===== config.mk =====
export PLATFORM = sky130hd
export DESIGN_NAME = service_address_tlv_parser
export DESIGN_NICKNAME = d
export VERILOG_FILES = /design/src/hdl/satp_pkg.sv /design/src/hdl/service_address_tlv_parser.sv
export SDC_FILE = /design/constraint.sdc
export NUM_CORES = 1
export LEC_CHECK = 0
export ABC_AREA = 1
export BUFFER_PORTS_ARGS = -buffer_cell sky130_fd_sc_hd__clkbuf_2
export CORE_MARGIN = 1.5
export CORE_UTILIZATION = 31
export DETAILED_ROUTE_END_ITERATION = 10
export PLACE_DENSITY_LB_ADDON = 0.3
export REMOVE_ABC_BUFFERS = 1
export SLEW_MARGIN = 15
export SYNTH_ARGS = -nofsm -noshare
export SYNTH_HDL_FRONTEND = slang
export SYNTH_SLANG_ARGS = --single-unit

===== constraint.sdc =====
create_clock -name clock -period 8.4 [get_ports clock]
set_input_delay 1.26 -clock clock [delete_from_list [all_inputs] [get_ports clock]]
set_output_delay 1.26 -clock clock [all_outputs]
set_load 0.005 [all_outputs]

===== src/hdl/satp_pkg.sv =====
`timescale 1ns / 1ps
// ----------------------------------------------------------------------------
// satp_pkg
// Types and constants of the service address record parser.
// ----------------------------------------------------------------------------
package satp_pkg;

   typedef enum logic [1:0] {
      PH_HEADER   = 2'd0,
      PH_CONTENT  = 2'd1,
      PH_FINISHED = 2'd2
   } phase_type;

   typedef logic [1:0] kind_type;

   localparam kind_type KIND_ADDRESS = 2'd0;
   localparam kind_type KIND_DONE    = 2'd1;
   localparam kind_type KIND_ERROR   = 2'd2;

   // register indexes of the control port
   localparam logic [7:0] CSR_ADDRESS_TYPE = 8'd0;
   localparam logic [7:0] CSR_ENDING_TYPE  = 8'd1;

   localparam logic [7:0] ADDRESS_TYPE_RESET = 8'd1;
   localparam logic [7:0] ENDING_TYPE_RESET  = 8'd254;

   localparam logic [4:0]  HEADER_BYTES    = 5'd5;
   localparam logic [4:0]  IPV4_ADDR_BYTES = 5'd4;
   localparam logic [4:0]  IPV6_ADDR_BYTES = 5'd16;
   localparam logic [4:0]  PORT_BYTES      = 5'd2;
   localparam logic [31:0] IPV4_RECORD_LEN = 32'd6;
   localparam logic [31:0] IPV6_RECORD_LEN = 32'd18;

   localparam logic [15:0] COUNT_MAX = 16'hFFFF;

endpackage


===== src/hdl/service_address_tlv_parser.sv =====
// Results: a result word appears on rsp_* in the cycle after the byte that completes it.
// Throughput: one byte word per cycle; the result register lets a new byte in while
// a result is taken in the same cycle, the only stall is a result left untaken.
// Reset: synchronous, active high; parser returns to the header phase with all
// counters cleared and both type code registers at their reset values.
`timescale 1ns / 1ps
// ----------------------------------------------------------------------------
// service_address_tlv_parser
// Parses type-length-value records from a connection's leading bytes and
// reports a service address, the end of the records, or an error.
// ----------------------------------------------------------------------------
module service_address_tlv_parser (
   input  logic                clock,
   input  logic                reset,
   // byte input
   input  logic                req_valid,
   output logic                req_ready,
   input  logic                req_new_connection,
   input  logic [7:0]          req_data_byte,
   // result output
   output logic                rsp_valid,
   input  logic                rsp_ready,
   output satp_pkg::kind_type  rsp_kind,
   output logic                rsp_is_ipv6,
   output logic [63:0]         rsp_address_high,
   output logic [63:0]         rsp_address_low,
   output logic [15:0]         rsp_port,
   output logic [15:0]         rsp_consumed_bytes,
   // control registers
   input  logic                csr_valid,
   output logic                csr_ready,
   input  logic [7:0]          csr_index,
   input  logic [7:0]          csr_data
);
   import satp_pkg::*;

   logic [7:0]  address_type_ff, address_type_in;
   logic [7:0]  ending_type_ff, ending_type_in;

   phase_type   phase_ff, phase_in;
   logic [4:0]  position_ff, position_in;
   logic [7:0]  record_type_ff, record_type_in;
   logic [31:0] length_ff, length_in;
   logic [63:0] addr_high_ff, addr_high_in;
   logic [63:0] addr_low_ff, addr_low_in;
   logic [15:0] port_ff, port_in;
   logic [15:0] count_ff, count_in;

   logic        rsp_valid_ff, rsp_valid_in;
   kind_type    rsp_kind_ff, rsp_kind_in;
   logic        rsp_ipv6_ff, rsp_ipv6_in;
   logic [63:0] rsp_high_ff, rsp_high_in;
   logic [63:0] rsp_low_ff, rsp_low_in;
   logic [15:0] rsp_port_ff, rsp_port_in;
   logic [15:0] rsp_count_ff, rsp_count_in;

   logic        req_accept;
   logic        emit;
   logic [4:0]  position_inc;
   logic        is_v6;
   logic [4:0]  addr_bytes;

   // a byte word moves when the result register is free or drains now
   assign req_ready  = !rsp_valid_ff || rsp_ready;
   assign req_accept = req_valid && req_ready;
   assign csr_ready  = 1'b1;

   // control registers
   always_comb begin
      address_type_in = address_type_ff;
      ending_type_in  = ending_type_ff;
      if (csr_valid) begin
         case (csr_index)
            CSR_ADDRESS_TYPE: address_type_in = csr_data;
            CSR_ENDING_TYPE:  ending_type_in  = csr_data;
            default: ;
         endcase
      end
   end

   // parser next state and result
   assign position_inc = position_ff + 5'd1;
   assign is_v6        = (length_ff == IPV6_RECORD_LEN);
   assign addr_bytes   = is_v6 ? IPV6_ADDR_BYTES : IPV4_ADDR_BYTES;

   always_comb begin
      phase_in       = phase_ff;
      position_in    = position_ff;
      record_type_in = record_type_ff;
      length_in      = length_ff;
      addr_high_in   = addr_high_ff;
      addr_low_in    = addr_low_ff;
      port_in        = port_ff;
      count_in       = count_ff;
      emit           = 1'b0;
      rsp_kind_in    = KIND_ERROR;
      rsp_ipv6_in    = 1'b0;
      rsp_high_in    = '0;
      rsp_low_in     = '0;
      rsp_port_in    = '0;
      rsp_count_in   = '0;

      if (req_accept) begin
         if (req_new_connection) begin
            phase_in       = PH_HEADER;
            position_in    = '0;
            record_type_in = '0;
            length_in      = '0;
            addr_high_in   = '0;
            addr_low_in    = '0;
            port_in        = '0;
            count_in       = '0;
         end else begin
            if (phase_ff != PH_FINISHED && count_ff != COUNT_MAX) begin
               count_in = count_ff + 16'd1;
            end
            case (phase_ff)
               PH_HEADER: begin
                  if (position_ff == '0) begin
                     record_type_in = req_data_byte;
                     length_in      = '0;
                  end else begin
                     length_in = {length_ff[23:0], req_data_byte};
                  end
                  position_in = position_inc;
                  // type judged once the full header is in
                  if (position_inc == HEADER_BYTES) begin
                     position_in = '0;
                     if (record_type_ff == address_type_ff) begin
                        if (length_in == IPV4_RECORD_LEN || length_in == IPV6_RECORD_LEN) begin
                           addr_high_in = '0;
                           addr_low_in  = '0;
                           port_in      = '0;
                           phase_in     = PH_CONTENT;
                        end else begin
                           phase_in = PH_FINISHED;
                           emit     = 1'b1;
                        end
                     end else begin
                        phase_in = PH_FINISHED;
                        emit     = 1'b1;
                        if (record_type_ff == ending_type_ff) begin
                           rsp_kind_in  = KIND_DONE;
                           rsp_count_in = count_in;
                        end
                     end
                  end
               end
               PH_CONTENT: begin
                  if (position_ff < addr_bytes) begin
                     addr_high_in = {addr_high_ff[55:0], addr_low_ff[63:56]};
                     addr_low_in  = {addr_low_ff[55:0], req_data_byte};
                  end else begin
                     port_in = {port_ff[7:0], req_data_byte};
                  end
                  position_in = position_inc;
                  if (position_inc == addr_bytes + PORT_BYTES) begin
                     position_in = '0;
                     phase_in    = PH_HEADER;
                     emit        = 1'b1;
                     rsp_kind_in = KIND_ADDRESS;
                     rsp_ipv6_in = is_v6;
                     rsp_high_in = addr_high_in;
                     rsp_low_in  = addr_low_in;
                     rsp_port_in = port_in;
                  end
               end
               default: ;
            endcase
         end
      end
   end

   // result register valid
   always_comb begin
      if (emit) begin
         rsp_valid_in = 1'b1;
      end else if (rsp_ready) begin
         rsp_valid_in = 1'b0;
      end else begin
         rsp_valid_in = rsp_valid_ff;
      end
   end

   // control state
   always_ff @(posedge clock) begin
      if (reset) begin
         address_type_ff <= ADDRESS_TYPE_RESET;
         ending_type_ff  <= ENDING_TYPE_RESET;
         phase_ff        <= PH_HEADER;
         position_ff     <= '0;
         record_type_ff  <= '0;
         length_ff       <= '0;
         addr_high_ff    <= '0;
         addr_low_ff     <= '0;
         port_ff         <= '0;
         count_ff        <= '0;
         rsp_valid_ff    <= 1'b0;
      end else begin
         address_type_ff <= address_type_in;
         ending_type_ff  <= ending_type_in;
         phase_ff        <= phase_in;
         position_ff     <= position_in;
         record_type_ff  <= record_type_in;
         length_ff       <= length_in;
         addr_high_ff    <= addr_high_in;
         addr_low_ff     <= addr_low_in;
         port_ff         <= port_in;
         count_ff        <= count_in;
         rsp_valid_ff    <= rsp_valid_in;
      end
   end

   // result payload, loaded with each new result word
   always_ff @(posedge clock) begin
      if (emit) begin
         rsp_kind_ff  <= rsp_kind_in;
         rsp_ipv6_ff  <= rsp_ipv6_in;
         rsp_high_ff  <= rsp_high_in;
         rsp_low_ff   <= rsp_low_in;
         rsp_port_ff  <= rsp_port_in;
         rsp_count_ff <= rsp_count_in;
      end
   end

   assign rsp_valid          = rsp_valid_ff;
   assign rsp_kind           = rsp_kind_ff;
   assign rsp_is_ipv6        = rsp_ipv6_ff;
   assign rsp_address_high   = rsp_high_ff;
   assign rsp_address_low    = rsp_low_ff;
   assign rsp_port           = rsp_port_ff;
   assign rsp_consumed_bytes = rsp_count_ff;

`ifndef ASSERT_OFF
   // header position never runs past the header
   a_header_pos: assert property (@(posedge clock) disable iff (reset)
      (phase_ff == PH_HEADER) |-> (position_ff < HEADER_BYTES))
      else $error("header position out of range");

   // content position never runs past address plus port
   a_content_pos: assert property (@(posedge clock) disable iff (reset)
      (phase_ff == PH_CONTENT) |-> (position_ff < addr_bytes + PORT_BYTES))
      else $error("content position out of range");

   // finished stays finished until a new connection
   a_finished_holds: assert property (@(posedge clock) disable iff (reset)
      (phase_ff == PH_FINISHED && !(req_accept && req_new_connection))
      |=> (phase_ff == PH_FINISHED && !$rose(rsp_valid_ff)))
      else $error("finished parser left its state");

   // only an address word carries address fields
   a_clean_fields: assert property (@(posedge clock) disable iff (reset)
      (rsp_valid_ff && rsp_kind_ff != KIND_ADDRESS)
      |-> (!rsp_ipv6_ff && rsp_high_ff == '0 && rsp_low_ff == '0 && rsp_port_ff == '0))
      else $error("done or error word carries address fields");

   // an IPv4 address has a clear upper half
   a_ipv4_high: assert property (@(posedge clock) disable iff (reset)
      (rsp_valid_ff && rsp_kind_ff == KIND_ADDRESS && !rsp_ipv6_ff)
      |-> (rsp_high_ff == '0 && rsp_low_ff[63:32] == '0))
      else $error("IPv4 word has upper address bits set");
`endif

endmodule

==> impl_metrics.env, run 1 <==
export IMPL_cts_resized=0
export IMPL_crit_top_cell="inv_1"
export IMPL_drc_errors=0
export IMPL_crit_buf_inv=5
export IMPL_ant_nets=0
export IMPL_antenna_cells=0
export IMPL_finalSetupViolations=0
export IMPL_ios=196
export IMPL_synth_seq_area_share=0.516
export IMPL_outcome="complete, no violations"
export IMPL_slowest_delay_ns=1.00
export IMPL_path_delay_family="buffers and inverters"
export IMPL_synth_compound_area_frac=0.0669
export IMPL_cts_setup_buffers=0
export IMPL_yosys_area_top_type="edfxtp_1"
export IMPL_critPathMaxFanout=145
export IMPL_grt_pass1_wl_mm=79.0
export IMPL_dr_pass1_iters=5
export IMPL_slew_headroom=0.193
export IMPL_fin_nets=2562
export IMPL_die_area_sq_um=60100
export IMPL_rsz0062_at_grt="false"
export IMPL_cp_required_ns=8.80
export IMPL_synth_xor_area_frac=0.0130
export IMPL_root_buffer="clkbuf_16"
export IMPL_routed_wl_mm=49.5
export IMPL_path_cells="clkbuf_2 > inv_1 > nand2_1 > nand2_2 > nor2_1 > inv_1 > a21oi_2 > nand2_8 > inv_6 > buf_4 > a21oi_1"
export IMPL_initial_utilization=0.314
export IMPL_min_path_type="flop to flop"
export IMPL_p_leak_nw=9.36
export IMPL_holdBufCountCts=0
export IMPL_row_count=88
export IMPL_drt_iter0_markers=1160
export IMPL_max_freq_mhz=217
export IMPL_fin_setup_tns_ns=0
export IMPL_core_area_sq_um=57800
export IMPL_async_flop_share=0
export IMPL_grt_max_degree=146
export IMPL_grt_antenna_before_repair=0
export IMPL_grt_pass1_vias=14800
export IMPL_clock_skew_ns=0.0156
export IMPL_synth_avg_cell_area_sq_um=7.50
export IMPL_cpMaxStageDelayCell="buf_4"
export IMPL_yosys_area_share_simple=0.313
export IMPL_place_hpwl_mm=29.9
export IMPL_finalCriticalPeriod_ns=4.60
export IMPL_io_buffers=194
export IMPL_synth_top_family_by_area="simple AND/OR/NAND/NOR gates"
export IMPL_hold_viol=0
export IMPL_synth_edf_count=163
export IMPL_die_h_um=245
export IMPL_clock_sinks=387
export IMPL_power_density_nw_per_um2=218
export IMPL_fin_crit_sh=0.548
export IMPL_tightest_slew_ns=1.21
export IMPL_viasPerCell=4.76
export IMPL_clock_latency_ns=0.58
export IMPL_syn_inst=2422
export IMPL_syn_area_sq_um=18200
export IMPL_synth_most_common_cell="nand2_1"
export IMPL_synth_top_cell_area_share=0.269
export IMPL_cts_tree="done"
export IMPL_cp_end_kind="flop"
export IMPL_ir_drop_mv=0.161
export IMPL_start_kind="input pin"
export IMPL_grt_overflow=0
export IMPL_wl_per_cell_um=14.9
export IMPL_ys_top_cells_by_area="edfxtp_1, dfxtp_1, nand2_1, nand3_1, a21oi_1"
export IMPL_cp_arrival_ns=5.00
export IMPL_final_max_slew_viol_count=0
export IMPL_routabilityCongestion=0.841
export IMPL_clock_tree_buffer_depth=3
export IMPL_area_growth_synth_to_final_pct=16.8
export IMPL_grt_usage=0.163
export IMPL_vias=15900
export IMPL_numCtsBuffers=45
export IMPL_critical_path_class="input pin to flop"
export IMPL_synth_common_cells="nand2_1, nand3_1, inv_1, dfxtp_1, nor2_1"
export IMPL_synth_main_ff_cell="dfxtp_1"
export IMPL_clk_pin_slew_ns=0.06
export IMPL_die_width_um=245
export IMPL_ys_warn_count=0
export IMPL_finalPower_mw=4.62
export IMPL_ys_ff_latch=387
export IMPL_synth_area_mux_share=0
export IMPL_synth_fa_ha_area_frac=0.00344
export IMPL_htree_levels=2
export IMPL_drive_above_1_share=0.116
export IMPL_drv_cap=0
export IMPL_yosysUniqueCellTypes=29
cell usage in the layout, fill, tap and decap left out, drive strengths merged, types with 4 or more instances in the layout:
master	Yosys	final
a21oi	214	214
buf	78	12
bufinv	0	8
clkbuf	70	252
clkinv	0	10
dfxtp	224	224
edfxtp	163	163
ha	5	5
inv	235	240
nand2	789	789
nand3	339	339
nand3b	4	4
nand4	10	10
nor2	225	225
nor3	7	7
o211ai	7	7
o21ai	16	16
or2	6	6
xnor2	13	13
xor2	14	14
final timing paths:
kind | startpoint | endpoint | slack (ns) | cells after the start
setup / recovery | rsp_ready | addr_high_ff[42] | 3.80 | 11
hold / removal | length_ff[25] | length_ff[25] | 0.47 | 2
hold reg to reg | length_ff[25] | length_ff[25] | 0.47 | 2
setup reg to reg | position_ff[0] | addr_high_ff[42] | 4.17 | 9
sequential cells by signal, summed over array words and instances (netlist names), 16 cells and up:
signal              cells
rsp_address_low        64
count_ff               16
port_ff                16
rsp_consumed_bytes     16
rsp_address_high       64
addr_high_ff           64
length_ff              32
rsp_port               16
addr_low_ff            64
routing by layer:
layer | GRT usage | part of all wire
met1 | 0.218 | 0.46
met2 | 0.268 | 0.46
met3 | 0.0348 | 0.060
met4 | 0.0376 | 0.017
met5 | 0 | 0
worst reg2reg max path: cells and delay by family (launching register included):
kind / cells / cell delay (ns)
buf+inv: 2 / 1.93
simple gates: 3 / 0.76
flops: 1 / 0.34
compound gates: 2 / 0.57
xor+xnor: 1 / 0.21
fa+ha+maj: 1 / 0.25
report_power, final:
| group | switching [mW] | internal (mW) |
|---|---|---|
| Clock | 0.825 | 1.31 |
| Sequential | 0.0242 | 2.02 |
| Combinational | 0.306 | 0.133 |
| Total | 1.16 | 3.46 |
cell families after synthesis:
group	after synthesis
simple gates	1381
flops	387
buf+inv	383
compound gates	238
xor+xnor	27
fa+ha+maj	5
other cells	1
final cells by class:
| cell class | instances | area (sq um) |
|---|---|---|
| Clock inverter | 26 | 383 |
| Clock buffer | 58 | 1250 |
| Multi-Input combinational cell | 1652 | 7260 |
| Sequential cell | 387 | 9380 |
| Timing Repair Buffer | 206 | 1090 |
| Fill cell | 6050 | 36600 |
| Inverter | 235 | 897 |
| Tap cell | 765 | 957 |
through the flow:
| stage | hold WS [ns] | instances | setup WS [ns] | instance area, sq um | utilization |
|---|---|---|---|---|---|
| 2_1_floorplan | 0.439 | 2274 | -2.46 | 17500 | - |
| 3_3_place_gp | 0.454 | 3244 | 3.37 | 19600 | 0.338 |
| 3_5_place_dp | 0.460 | 3244 | 3.31 | 19600 | 0.338 |
| 4_1_cts | 0.469 | 3328 | 3.93 | 21200 | 0.367 |
| 5_1_grt | 0.488 | 3329 | 3.56 | 21200 | 0.367 |
| 6_report | 0.469 | 3329 | 3.80 | 21200 | 0.367 |
(Power assumes the default switching activity.)
==> inputs of run 2 (changes only) <==
clock period = 4.15 ns   (was 8.4 ns; I/O delays follow)
==> run 2 against run 1 <==
Net effect:
- final cell count grew 0.39%
- critical endpoint is now rsp_port[6]
- critical path type is now flop to flop
- register-to-register slack lost 3.2 ns
- critical path depth grew 1
- final area grew 0.27%
==> impl_metrics.env, run 2 (synthesized netlist as in run 1, its figures left out) <==
export IMPL_grt_pass1_vias=14800
export IMPL_grt_overflow=0
export IMPL_drc_errors=0
export IMPL_worst_slack_ns=0.995
export IMPL_min_path_cells=3
export IMPL_antenna_cells=0
export IMPL_final_common_cell="nand2_1"
export IMPL_final_max_slew_viol_count=0
export IMPL_critPathMaxFanout=130
export IMPL_holdBufCountCts=0
export IMPL_area_growth_synth_to_final_pct=17.1
export IMPL_clock_tree_buffer_depth=3
export IMPL_tightest_slew_ns=0.948
export IMPL_final_area_sq_um=21300
export IMPL_p_leak_nw=9.40
export IMPL_startpoint="length_ff[9]"
export IMPL_dpl_cell_area_sq_um=19700
export IMPL_vias=15800
export IMPL_clock_sinks=387
export IMPL_power_density_nw_per_um2=428
export IMPL_die_h_um=245
export IMPL_hold_viol=0
export IMPL_initial_utilization=0.314
export IMPL_start_kind="flop"
export IMPL_core_area_sq_um=57800
export IMPL_numCtsBuffers=46
export IMPL_outcome="complete, no violations"
export IMPL_drive_above_1_share=0.120
export IMPL_ant_nets=0
export IMPL_fin_crit_sh=0.760
export IMPL_min_path_type="input pin to flop"
export IMPL_finalCriticalPeriod_ns=3.16
export IMPL_grt_max_degree=148
export IMPL_ir_drop_mv=0.244
export IMPL_die_width_um=245
export IMPL_utilization=0.368
export IMPL_setup_worst_path_end="rsp_port[6]"
export IMPL_rr_endpoint="rsp_port[6]"
export IMPL_grt_antenna_before_repair=1
export IMPL_finalSetupViolations=0
export IMPL_htree_levels=2
export IMPL_max_freq_mhz=317
export IMPL_critical_path_class="flop to flop"
export IMPL_die_area_sq_um=60100
export IMPL_viasPerCell=4.73
export IMPL_ff2ff_setup_slack_ns=0.99
export IMPL_clock_skew_ns=0.0284
export IMPL_dr_pass1_iters=7
export IMPL_ff_latch_area_sq_um=9380
export IMPL_clock_latency_ns=0.58
export IMPL_pre_cts_ws_ns=0.839
export IMPL_drt_iter0_markers=1142
export IMPL_slew_headroom=0.368
export IMPL_multi_input_area_sq_um=7260
export IMPL_ios=196
export IMPL_cp_required_ns=4.45
export IMPL_fin_nets=2576
export IMPL_drv_cap=0
export IMPL_place_hpwl_mm=30.2
export IMPL_root_buffer="clkbuf_16"
export IMPL_regToRegStartpoint="length_ff[9]"
export IMPL_clk_pin_slew_ns=0.06
export IMPL_row_count=88
export IMPL_routed_wl_mm=48.8
export IMPL_mostFrequentLayoutCells="nand2_1, nand3_1, inv_1, dfxtp_1, nor2_1"
export IMPL_routabilityCongestion=0.840
export IMPL_rsz0062_at_grt="false"
export IMPL_grt_usage=0.161
export IMPL_cts_tree="done"
export IMPL_fillCellCount=5995
export IMPL_cts_setup_buffers=0
export IMPL_io_buffers=194
export IMPL_reg2reg_depth=12
export IMPL_cts_resized=0
export IMPL_cp_arrival_ns=3.45
export IMPL_grt_pass1_wl_mm=78.3
export IMPL_cp_end_kind="flop"
export IMPL_wl_per_cell_um=14.6
==> run 2: changes by cell type in the layout (fill, tap and decap cells not counted), sizes merged <==
cell / previous run / this run
buf: 12 / 25
bufinv: 8 / 4
clkbuf: 252 / 255
inv: 240 / 237
clkinv: 10 / 12
clkinvlp: 3 / 5
==> run 2: layer usage <==
metal  vias to the layer above  wire length (um)  global-route usage
met3                        74              2620              0.0307
li1                       7992                 -                   -
met1                      7322             23300               0.225
met4                         2              1150              0.0481
met5                         -                12                   0
met2                       428             21700               0.250
==> run 2: critical path, stage by stage (launching register included) <==
cell     delay (ns)
dfxtp_1        0.32
inv_1          0.06
nand2_1        0.06
nor2_1         0.19
nand2_1        0.08
nor2_1         0.14
nand2_1        0.14
ha_1           0.40
nand2_8        0.21
nand2_8        0.64
nand2_1        0.26
nand2_1        0.17
nor2_1         0.05
==> run 2: how the worst min path moves through the flow <==
stage             startpoint            endpoint  slack [ns]
2_1_floorplan  length_ff[24]       length_ff[24]        0.44
3_3_place_gp   length_ff[27]       length_ff[27]        0.45
3_5_place_dp   length_ff[29]       length_ff[29]        0.46
4_1_cts          csr_data[1]   ending_type_ff[1]        0.23
5_1_grt          csr_data[2]  address_type_ff[2]        0.28
6_report         csr_data[1]   ending_type_ff[1]        0.28
==> run 2: cell type report <==
| class | count | share of cell area |
|---|---|---|
| Clock buffer | 61 | 0.0606 |
| Clock inverter | 23 | 0.0116 |
| Inverter | 235 | 0.0422 |
| Multi-Input combinational cell | 1652 | 0.341 |
| Sequential cell | 387 | 0.441 |
| Tap cell | 765 | 0.0450 |
| Timing Repair Buffer | 219 | 0.0586 |
==> run 2: report_power, final <==
part / leakage (nW) / switching [mW] / total [mW] / internal [mW]
logic: 4.98 / 0.623 / 0.897 / 0.274
registers: 3.68 / 0.0488 / 4.14 / 4.09
clock network: 0.744 / 1.64 / 4.08 / 2.44
total: 9.40 / 2.31 / 9.11 / 6.80
==> run 2: per-stage QoR <==
step                      total power, mW  cells  hold WS [ns]  setup TNS [ns]
after floorplan                      4.86   2274         0.439        -1218.79
after global placement               5.09   3258         0.454               0
after detailed placement             5.11   3258         0.456               0
after CTS                            9.23   3342         0.231               0
after global routing                 9.55   3342         0.278               0
final                                9.11   3342         0.275               0
==> inputs of run 3 (changes only) <==
clock period = 2.9 ns   (was 4.15 ns; I/O delays follow)
==> run 3 against run 2 <==
Net effect:
- maximum frequency is 24% higher
- hold slack worse by 0.18 ns
- setup slack worse by 0.64 ns
- register-to-register slack worse by 0.64 ns
- total power is 41% higher
- first-iteration DRC count is 4.5% lower
- final area is 1.0% higher
- non-clock buffer count is 22 higher
- via count is 1.5% higher
- clock power is 39% higher
- critical path type unchanged
- highest routed layer is now met4
==> impl_metrics.env, run 3 (synthesized netlist as in run 1, its figures left out) <==
export IMPL_fin_crit_sh=0.876
export IMPL_path_delay_family="simple AND/OR/NAND/NOR gates"
export IMPL_clock_sinks=387
export IMPL_place_hpwl_mm=31.3
export IMPL_dpl_cell_area_sq_um=20000
export IMPL_cp_arrival_ns=2.90
export IMPL_finalCriticalPeriod_ns=2.54
export IMPL_max_freq_mhz=394
export IMPL_slowest_delay_ns=0.41
export IMPL_drive_above_1_share=0.125
export IMPL_critPathMaxFanout=42
export IMPL_drc_errors=0
export IMPL_ant_nets=0
export IMPL_fillCellCount=5975
export IMPL_final_area_sq_um=21500
export IMPL_pre_cts_ws_ns=0.406
export IMPL_worst_slack_ns=0.359
export IMPL_vias=16100
export IMPL_cp_end_kind="flop"
export IMPL_clk_pin_slew_ns=0.06
export IMPL_multi_input_area_sq_um=7260
export IMPL_hold_viol=0
export IMPL_die_area_sq_um=60100
export IMPL_clock_skew_ns=0.0209
export IMPL_ios=196
export IMPL_outcome="complete, no violations"
export IMPL_cp_required_ns=3.26
export IMPL_final_common_cell="nand2_1"
export IMPL_grt_pass1_wl_mm=79.9
export IMPL_cts_setup_buffers=0
export IMPL_slew_headroom=0.487
export IMPL_initial_utilization=0.314
export IMPL_finalSetupViolations=0
export IMPL_core_area_sq_um=57800
export IMPL_power_density_nw_per_um2=599
export IMPL_whs_ns=0.0959
export IMPL_wl_per_cell_um=14.8
export IMPL_cts_resized=0
export IMPL_drv_cap=0
export IMPL_die_width_um=245
export IMPL_routed_wl_mm=49.9
export IMPL_htree_levels=2
export IMPL_utilization=0.372
export IMPL_row_count=88
export IMPL_grt_overflow=0
export IMPL_p_leak_nw=9.51
export IMPL_routabilityCongestion=0.839
export IMPL_root_buffer="clkbuf_16"
export IMPL_critical_path_class="flop to flop"
export IMPL_crit_buf_inv=3
export IMPL_drt_iter0_markers=1091
export IMPL_min_path_type="input pin to flop"
export IMPL_clock_latency_ns=0.58
export IMPL_mostFrequentLayoutCells="nand2_1, nand3_1, inv_1, dfxtp_1, nor2_1"
export IMPL_tightest_slew_ns=0.770
export IMPL_clock_tree_buffer_depth=3
export IMPL_ir_drop_mv=0.401
export IMPL_io_buffers=194
export IMPL_viasPerCell=4.77
export IMPL_grt_antenna_before_repair=0
export IMPL_cts_tree="done"
export IMPL_rsz0062_at_grt="false"
export IMPL_dr_pass1_iters=5
export IMPL_die_h_um=245
export IMPL_start_kind="flop"
export IMPL_grt_usage=0.163
export IMPL_area_growth_synth_to_final_pct=18.3
export IMPL_cpMaxStageDelayCell="xnor2_1"
export IMPL_grt_max_degree=145
export IMPL_holdBufCountCts=0
export IMPL_numCtsBuffers=45
export IMPL_fin_nets=2597
export IMPL_ff_latch_area_sq_um=9380
export IMPL_path_cells="ha_1 > xnor2_1 > inv_1 > nor2_1 > nand3_1 > nand2_1 > nand4_1 > buf_4 > buf_4 > nor2_1"
export IMPL_antenna_cells=0
export IMPL_finalPower_mw=12.9
export IMPL_final_max_slew_viol_count=0
export IMPL_grt_pass1_vias=15400
## run 3: cell types whose count changed in the layout (fill, tap and decap cells not counted)
| cell | previous run | this run |
|---|---|---|
| buf_12 | 7 | 17 |
| buf_4 | 18 | 30 |
| clkbuf_1 | 8 | 13 |
| clkbuf_16 | 47 | 45 |
| clkbuf_8 | 6 | 4 |
| clkinv_1 | 2 | 4 |
| clkinv_2 | 7 | 6 |
| clkinv_8 | 1 | 0 |
| clkinvlp_2 | 1 | 0 |
| clkinvlp_4 | 4 | 2 |
| inv_16 | 0 | 1 |
| inv_4 | 1 | 0 |
| inv_6 | 4 | 5 |
## run 3: where the power goes
group,internal (mW),switching [mW]
Clock,3.34,2.31
Combinational,0.416,0.895
Sequential,5.85,0.0680
## run 3: stage by stage
step                      std cells  setup TNS, ns
after floorplan                2274       -1730.41
after global placement         3280              0
after detailed placement       3280              0
after CTS                      3363              0
after global routing           3363              0
final                          3363              0
## run 3: cell type report
class | instances | share of cell area
clock inverters | 21 | 0.0109
inverters | 235 | 0.0417
clock buffers | 62 | 0.0572
flip-flops and latches | 387 | 0.436
well taps | 765 | 0.0445
repair buffers | 241 | 0.0715
multi-input cells | 1652 | 0.338
## run 3: routing by layer
| metal | wire length (um) | vias to the layer above | global-route usage |
|---|---|---|---|
| met3 | 2960 | 67 | 0.0330 |
| met4 | 1030 | 0 | 0.0445 |
| met2 | 22400 | 426 | 0.263 |
| met1 | 23400 | 7519 | 0.221 |
| met5 | 0 | - | 0 |
| li1 | - | 8042 | - |
## run 3: worst paths after layout
check                  from             endpoint  slack [ns]  depth (start not counted)
max reg2reg  position_ff[0]  rsp_address_low[23]        0.36                         10
max          position_ff[0]  rsp_address_low[23]        0.36                         10
min             csr_data[1]    ending_type_ff[1]         0.1                          3
min reg2reg   length_ff[30]        length_ff[30]        0.47                          2
## run 3: tightest hold or removal path, stage by stage
cell      delay (ns)
clkbuf_2        0.09
nand2_1         0.05
nand3_1         0.05
